File: src/rtl/core/ffpa_pkg.sv
// Shared definitions for the first-fit partition allocator.
// Widths, function and result codes, and the controller/datapath structs.
// No dependencies.
package ffpa_pkg;

  // Table geometry.
  localparam int SLOTS     = 16;
  localparam int SIZE_BITS = 16;
  localparam int IDX_W     = (SLOTS > 1) ? $clog2(SLOTS) : 1;
  localparam int LIM_W     = IDX_W + 1;

  // Fixed field widths of the channels and the register.
  localparam int FUNC_W   = 1;
  localparam int SLOT_W   = 4;
  localparam int AMOUNT_W = 16;
  localparam int PIDX_W   = 4;
  localparam int CFG_W    = 5;

  // Compare widths that cover both operands.
  localparam int CFG_CMP_W  = (LIM_W > CFG_W) ? LIM_W : CFG_W;
  localparam int SLOT_CMP_W = (LIM_W > SLOT_W) ? LIM_W : SLOT_W;

  // Function codes.
  localparam logic [FUNC_W-1:0] FUNC_LOAD  = 1'b0;
  localparam logic [FUNC_W-1:0] FUNC_ALLOC = 1'b1;

  // Result kinds loaded into the output register.
  localparam logic [1:0] RES_LOAD = 2'd0;
  localparam logic [1:0] RES_HIT  = 2'd1;
  localparam logic [1:0] RES_MISS = 2'd2;

  typedef struct packed {
    logic       load;        // write an input size into the table
    logic       start;       // latch the request and rewind the scan
    logic       step;        // issue the next table read
    logic       write_back;  // store reduced capacity of the compared slot
    logic       res_load;    // load the output register
    logic [1:0] res_kind;
  } ffpa_cmd_t;

  typedef struct packed {
    logic lim_zero;  // no slots take part in the search
    logic hit;       // compared slot fits the request
    logic last;      // compared slot is the last one in use
  } ffpa_stat_t;

endpackage

File: src/rtl/core/ffpa_in_if.sv
// Input channel of the first-fit partition allocator: valid/ready plus item.
// Depends on ffpa_pkg.
interface ffpa_in_if;
  logic                            valid;
  logic                            ready;
  logic [ffpa_pkg::FUNC_W-1:0]     func;
  logic [ffpa_pkg::SLOT_W-1:0]     slot;
  logic [ffpa_pkg::AMOUNT_W-1:0]   amount;

  modport source (output valid, output func, output slot, output amount, input ready);
  modport sink   (input valid, input func, input slot, input amount, output ready);
endinterface

File: src/rtl/core/ffpa_out_if.sv
// Result channel of the first-fit partition allocator: valid/ready plus item.
// Depends on ffpa_pkg.
interface ffpa_out_if;
  logic                          valid;
  logic                          ready;
  logic                          granted;
  logic [ffpa_pkg::PIDX_W-1:0]   partition_index;

  modport source (output valid, output granted, output partition_index, input ready);
  modport sink   (input valid, input granted, input partition_index, output ready);
endinterface

File: src/rtl/core/first_fit_partition_allocator.sv
// Top level of the first-fit partition allocator: controller plus datapath.
// Depends on ffpa_pkg, ffpa_in_if, ffpa_out_if, ffpa_ctrl and ffpa_dp.
//
//   Port     Dir  Handshake     Content
//   in_ch    in   valid/ready   func, slot, amount
//   out_ch   out  valid/ready   granted, partition_index
//   cfg_*    in   cfg_we        partitions_in_use (cfg_wdata)
//
// A load item, and an allocate item under a count of zero, give their result in the
// cycle after acceptance. An allocate reads slots in ascending order up to the count
// (count clamped to the table size), one slot read a cycle, and stops at the first fit.
// Synchronous reset clears the per-slot valid bits at once; no clearing pass.
// One item is in work at a time; a new item is taken when the block is idle and
// the result register is empty or being emptied.
module first_fit_partition_allocator (
  input  logic                        clk,
  input  logic                        rst_n,
  ffpa_in_if.sink                     in_ch,
  ffpa_out_if.source                  out_ch,
  input  logic                        cfg_we,
  input  logic [ffpa_pkg::CFG_W-1:0]  cfg_wdata
);

  ffpa_pkg::ffpa_cmd_t  cmd;
  ffpa_pkg::ffpa_stat_t stat;

  ffpa_ctrl u_ctrl (
    .clk       (clk),
    .rst_n     (rst_n),
    .in_valid  (in_ch.valid),
    .in_func   (in_ch.func),
    .in_ready  (in_ch.ready),
    .out_valid (out_ch.valid),
    .out_ready (out_ch.ready),
    .stat      (stat),
    .cmd       (cmd)
  );

  ffpa_dp u_dp (
    .clk         (clk),
    .rst_n       (rst_n),
    .cfg_we      (cfg_we),
    .cfg_wdata   (cfg_wdata),
    .in_slot     (in_ch.slot),
    .in_amount   (in_ch.amount),
    .cmd         (cmd),
    .stat        (stat),
    .res_granted (out_ch.granted),
    .res_index   (out_ch.partition_index)
  );

endmodule

File: src/rtl/core/ffpa_dp.sv
// Datapath of the first-fit partition allocator: capacity memory with valid
// bits, scan pointers, compare/subtract and the result register. Uses ffpa_pkg.
module ffpa_dp (
  input  logic                            clk,
  input  logic                            rst_n,
  input  logic                            cfg_we,
  input  logic [ffpa_pkg::CFG_W-1:0]      cfg_wdata,
  input  logic [ffpa_pkg::SLOT_W-1:0]     in_slot,
  input  logic [ffpa_pkg::AMOUNT_W-1:0]   in_amount,
  input  ffpa_pkg::ffpa_cmd_t             cmd,
  output ffpa_pkg::ffpa_stat_t            stat,
  output logic                            res_granted,
  output logic [ffpa_pkg::PIDX_W-1:0]     res_index
);

  logic [ffpa_pkg::CFG_W-1:0]      cfg_r;
  logic [ffpa_pkg::SIZE_BITS-1:0]  cap_mem [ffpa_pkg::SLOTS];
  logic                            valid_r [ffpa_pkg::SLOTS];
  logic [ffpa_pkg::SIZE_BITS-1:0]  rd_data_r;
  logic                            rd_valid_r;
  logic [ffpa_pkg::SIZE_BITS-1:0]  amt_r;
  logic [ffpa_pkg::LIM_W-1:0]      lim_r;
  logic [ffpa_pkg::LIM_W-1:0]      issue_ptr_r;
  logic [ffpa_pkg::LIM_W-1:0]      cmp_ptr_r;
  logic                            cmp_live_r;
  logic                            granted_r;
  logic [ffpa_pkg::PIDX_W-1:0]     index_r;

  logic [ffpa_pkg::CFG_CMP_W-1:0]  cfg_ext;
  logic [ffpa_pkg::LIM_W-1:0]      lim_nxt;
  logic                            slot_ok;
  logic [ffpa_pkg::IDX_W-1:0]      ld_addr;
  logic [ffpa_pkg::IDX_W-1:0]      issue_addr;
  logic [ffpa_pkg::IDX_W-1:0]      cmp_addr;
  logic [ffpa_pkg::SIZE_BITS-1:0]  in_amt;
  logic [ffpa_pkg::SIZE_BITS-1:0]  cap_now;

  // Counts above the table size search the whole table.
  assign cfg_ext = ffpa_pkg::CFG_CMP_W'(cfg_r);
  assign lim_nxt = (cfg_ext > ffpa_pkg::CFG_CMP_W'(ffpa_pkg::SLOTS)) ?
                   ffpa_pkg::LIM_W'(ffpa_pkg::SLOTS) : ffpa_pkg::LIM_W'(cfg_ext);

  assign slot_ok    = ffpa_pkg::SLOT_CMP_W'(in_slot) < ffpa_pkg::SLOT_CMP_W'(ffpa_pkg::SLOTS);
  assign ld_addr    = ffpa_pkg::IDX_W'(in_slot);
  assign issue_addr = issue_ptr_r[ffpa_pkg::IDX_W-1:0];
  assign cmp_addr   = cmp_ptr_r[ffpa_pkg::IDX_W-1:0];
  assign in_amt     = ffpa_pkg::SIZE_BITS'(in_amount);

  // A slot never written since reset holds zero capacity.
  assign cap_now = rd_valid_r ? rd_data_r : '0;

  assign stat.lim_zero = (lim_nxt == '0);
  assign stat.hit      = cmp_live_r && (cap_now >= amt_r);
  assign stat.last     = cmp_live_r && ((cmp_ptr_r + ffpa_pkg::LIM_W'(1)) == lim_r);

  always_ff @(posedge clk) begin
    if (!rst_n) begin
      cfg_r <= '0;
    end else if (cfg_we) begin
      cfg_r <= cfg_wdata;
    end
  end

  always_ff @(posedge clk) begin
    if (!rst_n) begin
      for (int i = 0; i < ffpa_pkg::SLOTS; i++) begin
        valid_r[i] <= 1'b0;
      end
    end else if (cmd.load && slot_ok) begin
      valid_r[ld_addr] <= 1'b1;
    end else if (cmd.write_back) begin
      valid_r[cmp_addr] <= 1'b1;
    end
  end

  always_ff @(posedge clk) begin
    if (cmd.load && slot_ok) begin
      cap_mem[ld_addr] <= in_amt;
    end else if (cmd.write_back) begin
      cap_mem[cmp_addr] <= cap_now - amt_r;
    end
  end

  always_ff @(posedge clk) begin
    if (cmd.step) begin
      rd_data_r  <= cap_mem[issue_addr];
      rd_valid_r <= valid_r[issue_addr];
      cmp_ptr_r  <= issue_ptr_r;
    end
  end

  always_ff @(posedge clk) begin
    if (!rst_n) begin
      issue_ptr_r <= '0;
      cmp_live_r  <= 1'b0;
    end else if (cmd.start) begin
      issue_ptr_r <= '0;
      cmp_live_r  <= 1'b0;
    end else begin
      if (cmd.step) begin
        issue_ptr_r <= issue_ptr_r + ffpa_pkg::LIM_W'(1);
      end
      cmp_live_r <= cmd.step;
    end
  end

  always_ff @(posedge clk) begin
    if (cmd.start) begin
      amt_r <= in_amt;
      lim_r <= lim_nxt;
    end
  end

  always_ff @(posedge clk) begin
    if (cmd.res_load) begin
      case (cmd.res_kind)
        ffpa_pkg::RES_LOAD: begin
          granted_r <= slot_ok;
          index_r   <= slot_ok ? ffpa_pkg::PIDX_W'(in_slot) : '0;
        end
        ffpa_pkg::RES_HIT: begin
          granted_r <= 1'b1;
          index_r   <= ffpa_pkg::PIDX_W'(cmp_ptr_r);
        end
        default: begin
          granted_r <= 1'b0;
          index_r   <= '0;
        end
      endcase
    end
  end

  assign res_granted = granted_r;
  assign res_index   = index_r;

endmodule

File: src/rtl/core/ffpa_ctrl.sv
// Controller of the first-fit partition allocator: handshakes, scan
// sequencing and the result valid flag. Uses ffpa_pkg.
module ffpa_ctrl (
  input  logic                         clk,
  input  logic                         rst_n,
  input  logic                         in_valid,
  input  logic [ffpa_pkg::FUNC_W-1:0]  in_func,
  output logic                         in_ready,
  output logic                         out_valid,
  input  logic                         out_ready,
  input  ffpa_pkg::ffpa_stat_t         stat,
  output ffpa_pkg::ffpa_cmd_t          cmd
);

  localparam logic [0:0] ST_IDLE = 1'b0;
  localparam logic [0:0] ST_SCAN = 1'b1;

  logic [0:0] state_r, state_nxt;
  logic       out_valid_r, out_valid_nxt;
  logic       accept;

  // The result register frees up in the same cycle it is taken.
  assign in_ready = (state_r == ST_IDLE) && (!out_valid_r || out_ready);
  assign accept   = in_valid && in_ready;

  always_comb begin
    state_nxt = state_r;
    cmd       = '0;
    unique case (state_r)
      ST_IDLE: begin
        if (accept) begin
          if (in_func == ffpa_pkg::FUNC_LOAD) begin
            cmd.load     = 1'b1;
            cmd.res_load = 1'b1;
            cmd.res_kind = ffpa_pkg::RES_LOAD;
          end else if (stat.lim_zero) begin
            cmd.res_load = 1'b1;
            cmd.res_kind = ffpa_pkg::RES_MISS;
          end else begin
            cmd.start = 1'b1;
            state_nxt = ST_SCAN;
          end
        end
      end
      ST_SCAN: begin
        cmd.step = 1'b1;
        if (stat.hit) begin
          cmd.write_back = 1'b1;
          cmd.res_load   = 1'b1;
          cmd.res_kind   = ffpa_pkg::RES_HIT;
          state_nxt      = ST_IDLE;
        end else if (stat.last) begin
          cmd.res_load = 1'b1;
          cmd.res_kind = ffpa_pkg::RES_MISS;
          state_nxt    = ST_IDLE;
        end
      end
      default: begin
        state_nxt = ST_IDLE;
      end
    endcase
  end

  always_comb begin
    if (cmd.res_load) begin
      out_valid_nxt = 1'b1;
    end else if (out_ready) begin
      out_valid_nxt = 1'b0;
    end else begin
      out_valid_nxt = out_valid_r;
    end
  end

  always_ff @(posedge clk) begin
    if (!rst_n) begin
      state_r     <= ST_IDLE;
      out_valid_r <= 1'b0;
    end else begin
      state_r     <= state_nxt;
      out_valid_r <= out_valid_nxt;
    end
  end

  assign out_valid = out_valid_r;

endmodule

File: src/flat_wrapper.sv
// flat-port wrapper written by rule: the top's interface ports become plain ports
module first_fit_partition_allocator_flat 
  (clk, rst_n, cfg_we, cfg_wdata, in_ch_valid, in_ch_func, in_ch_slot, in_ch_amount, in_ch_ready, out_ch_valid, out_ch_granted, out_ch_partition_index, out_ch_ready);
  ffpa_in_if in_ch_i ();
  ffpa_out_if out_ch_i ();
  input  logic clk;
  input  logic rst_n;
  input  logic cfg_we;
  input  logic [ffpa_pkg::CFG_W-1:0] cfg_wdata;
  input wire logic [$bits(in_ch_i.valid)-1:0] in_ch_valid;
  input wire logic [$bits(in_ch_i.func)-1:0] in_ch_func;
  input wire logic [$bits(in_ch_i.slot)-1:0] in_ch_slot;
  input wire logic [$bits(in_ch_i.amount)-1:0] in_ch_amount;
  output wire logic [$bits(in_ch_i.ready)-1:0] in_ch_ready;
  output wire logic [$bits(out_ch_i.valid)-1:0] out_ch_valid;
  output wire logic [$bits(out_ch_i.granted)-1:0] out_ch_granted;
  output wire logic [$bits(out_ch_i.partition_index)-1:0] out_ch_partition_index;
  input wire logic [$bits(out_ch_i.ready)-1:0] out_ch_ready;
  assign in_ch_i.valid = in_ch_valid;
  assign in_ch_i.func = in_ch_func;
  assign in_ch_i.slot = in_ch_slot;
  assign in_ch_i.amount = in_ch_amount;
  assign in_ch_ready = in_ch_i.ready;
  assign out_ch_valid = out_ch_i.valid;
  assign out_ch_granted = out_ch_i.granted;
  assign out_ch_partition_index = out_ch_i.partition_index;
  assign out_ch_i.ready = out_ch_ready;
  first_fit_partition_allocator u_core (.clk(clk), .rst_n(rst_n), .in_ch(in_ch_i), .out_ch(out_ch_i), .cfg_we(cfg_we), .cfg_wdata(cfg_wdata));
endmodule
File: config.mk
export PLATFORM = sky130hd
export DESIGN_NAME = first_fit_partition_allocator_flat
export DESIGN_NICKNAME = d
export VERILOG_FILES = /design/src/rtl/core/ffpa_pkg.sv /design/src/rtl/core/ffpa_in_if.sv /design/src/rtl/core/ffpa_out_if.sv /design/src/rtl/core/first_fit_partition_allocator.sv /design/src/rtl/core/ffpa_dp.sv /design/src/rtl/core/ffpa_ctrl.sv /design/src/flat_wrapper.sv
export SDC_FILE = /design/constraint.sdc
export NUM_CORES = 1
export LEC_CHECK = 0
export BUFFER_PORTS_ARGS = -buffer_cell sky130_fd_sc_hd__buf_2
export CAP_MARGIN = 0
export CORE_MARGIN = 1.5
export CORE_UTILIZATION = 30
export CTS_CLUSTER_DIAMETER = 60
export CTS_CLUSTER_SIZE = 25
export DETAILED_ROUTE_END_ITERATION = 16
export MAX_ROUTING_LAYER = met4
export SLEW_MARGIN = 25
export SYNTH_ARGS = -nofsm -noshare
export SYNTH_HDL_FRONTEND = slang
export SYNTH_HIERARCHICAL = 1
export SYNTH_SLANG_ARGS = --single-unit
File: constraint.sdc
create_clock -name clk -period 7.12 [get_ports clk]
set_input_delay 0.356 -clock clk [delete_from_list [all_inputs] [get_ports clk]]
set_output_delay 0.356 -clock clk [all_outputs]
set_load 0.01 [all_outputs]
==> results of run 1 <==
## per-layer routing
layer / global-route usage (%) / share of wire [%] / vias to the layer above
li1: - / - / 3283
met4: 2.854 / 1.5 / 0
met1: 17.81 / 48 / 3783
met2: 18.48 / 46 / 186
met3: 1.940 / 5.3 / 31
met5: - / 0 / -
## area by class of cell
cell class / count / area, µm² / share of cell area (%)
multi-input combinational: 395 / 4035 / 25.27
clock buffer: 27 / 675.6 / 4.232
sequential: 333 / 9716 / 60.85
tap: 607 / 759.5 / 4.757
inverter: 24 / 90.09 / 0.5643
timing repair buffer: 65 / 427.9 / 2.680
clock inverter: 22 / 261.5 / 1.638
## worst reg2reg max path, cell delays in order (launching register included)
cell and delay, ps:
edfxtp_1 630, nand2_1 110, ha_1 230, fa_1 420, nand2b_1 180, a21oi_1 340, nor3_1 110, o21ai_0 250
a22o_1 210, and2_1 430, nor2b_1 770, a31oi_1 540, nor2_2 870
## registers in the layout, indices dropped and copies added (netlist names)
signal and flops:
u_core/u_dp/issue_ptr_r 5, u_core/u_dp/lim_r 5, u_core/u_ctrl/state_r 1, u_core/u_ctrl/out_valid 1, u_core/u_dp/res_granted 1, u_core/u_dp/amt_r 16
u_core/u_dp/res_index 4, u_core/u_dp/cmp_ptr_r 5, u_core/u_dp/rd_data_r 16, u_core/u_dp/cfg_ext 5, u_core/u_dp/rd_valid_r 1, u_core/u_dp/cmp_live_r 1
u_core/u_dp/valid_r 16, u_core/u_dp/cap_mem 256
## cells in the mapped netlist (11+ instances only)
cell / number
and2_1: 19
o21ai_0: 22
nor2b_1: 21
edfxtp_1: 304
mux4_2: 84
nand2_1: 32
dfxtp_1: 29
nor2_1: 41
inv_1: 24
mux2i_1: 11
clkbuf_1: 24
ha_1: 18
a21oi_1: 13
## metrics by stage
step / total power, mW / instances / area (µm²) / utilization, % / hold WS [ps]
6_report: 3.993 / 1473 / 15970 / 34.44 / 24.25
3_3_place_gp: 2.462 / 1411 / 14890 / 32.13 / 439.0
5_1_grt: 4.137 / 1473 / 15970 / 34.44 / 5.696
4_1_cts: 4.038 / 1473 / 15960 / 34.43 / 9.450
2_1_floorplan: 2.389 / 797 / 14020 / - / 406.4
3_5_place_dp: 2.465 / 1411 / 14890 / 32.13 / 446.8
## final timing paths
path	from	slack (ps)	endpoint	cells after the start
max	u_core/u_dp/rd_valid_r$_DFFE_PP_	1640	u_core/u_dp/cap_mem[11][2]$_DFFE_PP_	12
min reg2reg	u_core/u_dp/valid_r[10]$_DFF_P_	470	u_core/u_dp/valid_r[10]$_DFF_P_	1
max reg2reg	u_core/u_dp/rd_valid_r$_DFFE_PP_	1640	u_core/u_dp/cap_mem[11][2]$_DFFE_PP_	12
min	in_ch_amount[14]	20	u_core/u_dp/amt_r[14]$_DFFE_PP_	1
## logic make-up after synthesis
logic type | share of synthesized area (%)
xor+xnor | 0.8745
compound gates | 4.952
fa+ha+maj | 1.749
flops | 69.24
buf+inv | 2.293
mux | 14.64
simple gates | 6.246
## repair_timing
action / 4_1_cts / 5_1_grt
setup buffers: 0 / 0
gates resized for setup: 0 / 0
setup endpoints to repair: 0 / 0
hold buffers: 13 / 0
hold endpoints to repair: 13 / 0
## power breakdown
group | leakage, nW | internal (mW) | switching [mW]
combinational | 1.67 | 0.103 | 0.136
sequential | 2.99 | 2.16 | 0.0223
clock | 0.457 | 0.763 | 0.805
total | 5.11 | 3.03 | 0.963
==> qor.yml, run 1 <==
status: "complete, no violations"
first_pass_grt_wire_length_um: 44000
grt_pass1_vias: 7292
synth_area_leaders: "edfxtp_1, mux4_2, dfxtp_1"
postSynth.asyncResetShare_pct: 0
crit_family: "simple AND/OR/NAND/NOR gates"
final.fill_count: 4288
timing_max_transition_violations_final: 0
antenna_left: 0
postSynthAreaPerCell_um2: 17.59
io_pins: 38
category_of_the_most_critical_setup_path: "reg -> reg"
max_freq_mhz: 182.4
cp_data_required_time_ps: 7300
vias: 7283
routabilityCongestion: 0.8778
tritoncts_buffers: 27
layout.nets: 896
antenna_cells_inserted: 0
routed_via_density: 4.944
synth_warnings: 6
cts_sinks: 333
floorplan.die.height_um: 219.2
crit_path_start_kind: "flop"
die_area_um2: 48050
synth_top_area_cell: "edfxtp_1"
cts_tree: "built"
drt_pre_antenna_iters: 5
worst_hold_path_type: "in -> reg"
sort_of_element_at_the_end_of_the_critical_path: "flop"
yosysSeqAreaShare_pct: 69.24
insertion_delay_ps: 570
rsz_0062_raised_after_global_routing: "no"
total_of_flip_flops_plus_latches_after_synthesis: 333
setup_tns_ps: 0
dp_hpwl_um: 18800
synth_enable_flop_cells: 304
htree_num_levels: 1
vdd_drop_max_v: 0.0002377
mappedNetlistNets: 847
initial_core_util_pct: 30.25
main_flop_type_after_synthesis: "edfxtp_1"
p_leak_nw: 5.110
power_density_nw_per_um2: 250.1
wl_cell_um: 19.31
mappedNetlistArea_um2: 14020
cts_max_path_buffers: 3
wire_length_reported_by_the_detailed_router_um: 28440
leading_cell_type_in_the_layout_fill_and_taps_excluded: "edfxtp_1"
drt_first_iter_violations: 698
setup_viol: 0
grt_overflow: 0
worst_ep_arrival_time_ps: 5660
drive_gt1_share_pct: 24.60
clock_input_transition_at_the_sequential_cells_of_the_worst_setup_and_hold_paths_ps: 80
series_of_cell_instances_along_the_critical_path: "nand2_1 -> ha_1 -> fa_1 -> nand2b_1 -> a21oi_1 -> nor3_1 -> o21ai_0 -> a22o_1 -> and2_1 -> nor2b_1 -> a31oi_1 -> nor2_2"
portBuffers: 37
critical_path.max_fanout: 16
final.min_clock_period_ps: 5481
cp.buffers_inverters: 0
finalWorstSetupSlack_ps: 1639
syn2layout_area_growth_pct: 13.86
synth_top_area_share_pct: 65.10
drv_cap: 0
layout_common_cells: "edfxtp_1, mux4_2, buf_2"
die_x_um: 219.2
maximum_number_of_pins_on_one_net_before_global_route_repair: 62
fp_rows: 79
finalCritPeriodShare_pct: 76.98
synthCells: 797
hold_viol: 0
ys_types: 63
core_area_um2: 46360
final.setup_skew_ps: 37.68
worst_slew_pin_slew_ps: 1035
gr-usage-all-layers_pct: 12.40
slowest_delay_ps: 860
crit_path_top_delay_cell: "nor2_2"
drcViolationCount: 0
cts_root_buf: "clkbuf_16"
antenna_found_initial: 0
placement.setup.worst_slack_ps: 1623
slew-limit-headroom_pct: 30.66
(Power assumes the default switching activity.)
==> run 2: changes to the inputs <==
Clock period 7.12 ns to 5.6 ns, I/O delays scaled along.
==> run 2 against run 1 <==
Effect of this change: register-to-register slack got worse by 880 ps; setup slack got worse by 880 ps; fmax increased by 13%; flip-flop and latch count unchanged; combinational power increased by 33%; worst hold slack got worse by 23 ps; count of clock-buffer cells in the layout decreased by 2; final area increased by 0.81%; largest cell class unchanged.
==> qor.yml, run 2 (synthesis results as in run 1) <==
layout.nets: 915  # was 896
die_x_um: 219.2  # unchanged
clock_share_of_power_pct: 38.5  # was 39.3%
worst_ep_arrival_time_ps: 5000  # was 5660 ps
grt_overflow: 0  # unchanged
routed_via_density: 4.941  # was 4.944
core_area_um2: 46360  # unchanged
drive_gt1_share_pct: 24.86  # was 24.60%
cts_sinks: 333  # unchanged
syn2layout_area_growth_pct: 14.78  # was 13.86%
leading_cell_type_in_the_layout_fill_and_taps_excluded: "edfxtp_1"  # unchanged
io_pins: 38  # unchanged
hold_viol: 0  # unchanged
status: "complete, no violations"  # unchanged
drcViolationCount: 0  # unchanged
cp_data_required_time_ps: 5760  # was 7300 ps
gr-usage-all-layers_pct: 13.77  # was 12.40%
first_pass_grt_wire_length_um: 47840  # was 44,000 µm
tritoncts_buffers: 25  # was 27
slew-limit-headroom_pct: 32.68  # was 30.66%
cts.repair_timing.setup_buffer_count: 0  # unchanged
wl_cell_um: 21.20  # was 19.31 µm
grt_pass1_vias: 7444  # was 7,292
antenna_found_initial: 0  # unchanged
vias: 7352  # was 7,283
insertion_delay_ps: 550  # was 570 ps
power_report.internal_total_mw: 3.864  # was 3.030 mW
largest_register: "u_core/u_dp/cap_mem"  # unchanged
met1_length_um: 14280  # was 13,540 µm
seqPwrFrac_pct: 55.2  # was 54.7%
final.min_clock_period_ps: 4846  # was 5481 ps
setup_viol: 0  # unchanged
finalCritPeriodShare_pct: 86.53  # was 76.98%
crit_path_top_delay_cell: "nor2_2"  # unchanged
portBuffers: 37  # unchanged
cts_root_buf: "clkbuf_16"  # unchanged
layout_common_cells: "edfxtp_1, mux4_2, buf_2"  # unchanged
cts_max_path_buffers: 3  # unchanged
reg2regPathDepth: 13  # was 12
detailroute.wirelength.met3_um: 1579  # was 1509 µm
slowest_delay_ps: 760  # was 860 ps
wire_length_reported_by_the_detailed_router_um: 31550  # was 28,440 µm
worst_hold_path_type: "in -> reg"  # unchanged
maximum_number_of_pins_on_one_net_before_global_route_repair: 44  # was 62
timing_max_transition_violations_final: 0  # unchanged
dp_hpwl_um: 21430  # was 18,800 µm
crit_path_start_kind: "flop"  # unchanged
drt_first_iter_violations: 677  # was 698
antenna_left: 0  # unchanged
final.setup_skew_ps: 22.26  # was 37.68 ps
power.switching_fraction_pct: 23.46  # was 24.12%
p_switching_mw: 1.185  # was 0.9630 mW
hold_path_depth: 1  # unchanged
initial_core_util_pct: 30.25  # unchanged
series_of_cell_instances_along_the_critical_path: "nand2_1 -> ha_1 -> fa_1 -> nand2b_1 -> a21oi_1 -> nor3_1 -> o21ai_0 -> a22o_1 -> and2_1 -> nand2b_1 -> nor3b_1 -> a31oi_1 -> nor2_2"  # was nand2_1 -> ha_1 -> fa_1 -> nand2b_1 -> a21oi_1 -> nor3_1 -> o21ai_0 -> a22o_1 -> and2_1 -> nor2b_1 -> a31oi_1 -> nor2_2
drv_cap: 0  # unchanged
max_freq_mhz: 206.4  # was 182.4 MHz
critical_path.max_fanout: 16  # unchanged
p_comb_share_pct: 6.3  # was 6.0%
power_density_nw_per_um2: 313.7  # was 250.1 nW/µm²
final.fill_count: 4302  # was 4,288
drt_pre_antenna_iters: 5  # unchanged
category_of_the_most_critical_setup_path: "reg -> reg"  # unchanged
top_layer_used: "met4"  # unchanged
cpMostUsedCell: "nand2b_1"
sort_of_element_at_the_end_of_the_critical_path: "flop"  # unchanged
cts_tree: "built"  # unchanged
fp_rows: 79  # unchanged
rsz_0062_raised_after_global_routing: "no"  # unchanged
floorplan.die.height_um: 219.2  # unchanged
holdWs_ps: 1.484  # was 24.25 ps
setup_tns_ps: 0  # unchanged
amount_of_wire_on_met2_after_detailed_routing_um: 14870  # was 12,960 µm
postCtsResizedCells: 0  # unchanged
die_area_um2: 48050  # unchanged
p_leak_nw: 5.192  # was 5.110 nW
largest_reg_flops: 256  # unchanged
routabilityCongestion: 0.8805  # was 0.8778
htree_num_levels: 1  # unchanged
antenna_cells_inserted: 0  # unchanged
clock_input_transition_at_the_sequential_cells_of_the_worst_setup_and_hold_paths_ps: 80  # about the same
vdd_drop_max_v: 0.0002643  # was 0.0002377 V
worst_slew_pin_slew_ps: 1005  # was 1035 ps
[run 2: cell count changes in the layout (fill, tap and decap cells not counted), moves of 2 or more]
cell and change:
clkinvlp_4 -2, clkinv_8 +3, clkinv_4 -2, inv_16 -3, buf_4 +14, dfxtp_2 -2, clkinv_2 -2, bufinv_16 +2
dlygate4sd3_1 +7, clkbuf_16 -2
[run 2: through the flow]
stage / cell area [µm²] / instances / power [mW] / setup WS [ps] / util (%)
6_report: 16090 / 1488 / 5.048 / 754.4 / 34.72
5_1_grt: 16090 / 1488 / 5.211 / 395.3 / 34.72
3_5_place_dp: 15000 / 1425 / 3.154 / 729.8 / 32.35
4_1_cts: 16090 / 1488 / 5.097 / 691.7 / 34.71
2_1_floorplan: 14020 / 797 / 3.037 / 1503 / -
3_3_place_gp: 15000 / 1425 / 3.151 / 828.5 / 32.35
[run 2: what timing repair did]
item,4_1_cts,5_1_grt
hold buffers,20,0
hold endpoints to repair,20,0
setup endpoints to repair,0,0
[run 2: layer usage]
metal | up-vias | GRT usage [%]
met3 | 43 | 2.093
met2 | 192 | 21.59
li1 | 3308 | -
met4 | 0 | 3.881
met1 | 3809 | 18.61
met5 | - | -
[run 2: area by class of cell]
type,count,area [µm²],share of cell area [%]
clock buffer,25,625.6,3.887
timing repair buffer,86,603.1,3.747
inverter,24,90.09,0.5597
multi-input combinational,395,4031,25.05
tap,607,759.5,4.719
clock inverter,18,267.8,1.664
sequential,333,9717,60.37
[run 2: final timing paths]
| check | slack (ps) | to | from |
|---|---|---|---|
| min | 1 | u_core/u_dp/amt_r[1]$_DFFE_PP_ | in_ch_amount[1] |
| min reg2reg | 470 | u_core/u_dp/cmp_ptr_r[4]$_DFFE_PP_ | u_core/u_dp/issue_ptr_r[4]$_SDFFE_PP0P_ |
| max reg2reg | 750 | u_core/u_dp/cap_mem[6][12]$_DFFE_PP_ | u_core/u_dp/rd_valid_r$_DFFE_PP_ |
| max | 750 | u_core/u_dp/cap_mem[6][12]$_DFFE_PP_ | u_core/u_dp/rd_valid_r$_DFFE_PP_ |
[run 2: worst max-delay path: cells and delay by family, from the launching register on]
kind | cells | cell delay, ps
AND/OR/NAND/NOR | 7 | 2240
adder cells (fa/ha/maj) | 2 | 650
AO/OA/AOI/OAI | 4 | 880
flip-flops | 1 | 650
[run 2: power by group through the flow]
stage                     sequential, mW  combinational (mW)  clock (mW)
after global placement              2.84               0.307           0
after detailed placement            2.84               0.309           0
after floorplan                     2.82               0.219           0
after global routing                2.79               0.345        2.07
final                               2.79               0.319        1.94
after CTS                           2.79               0.322        1.99
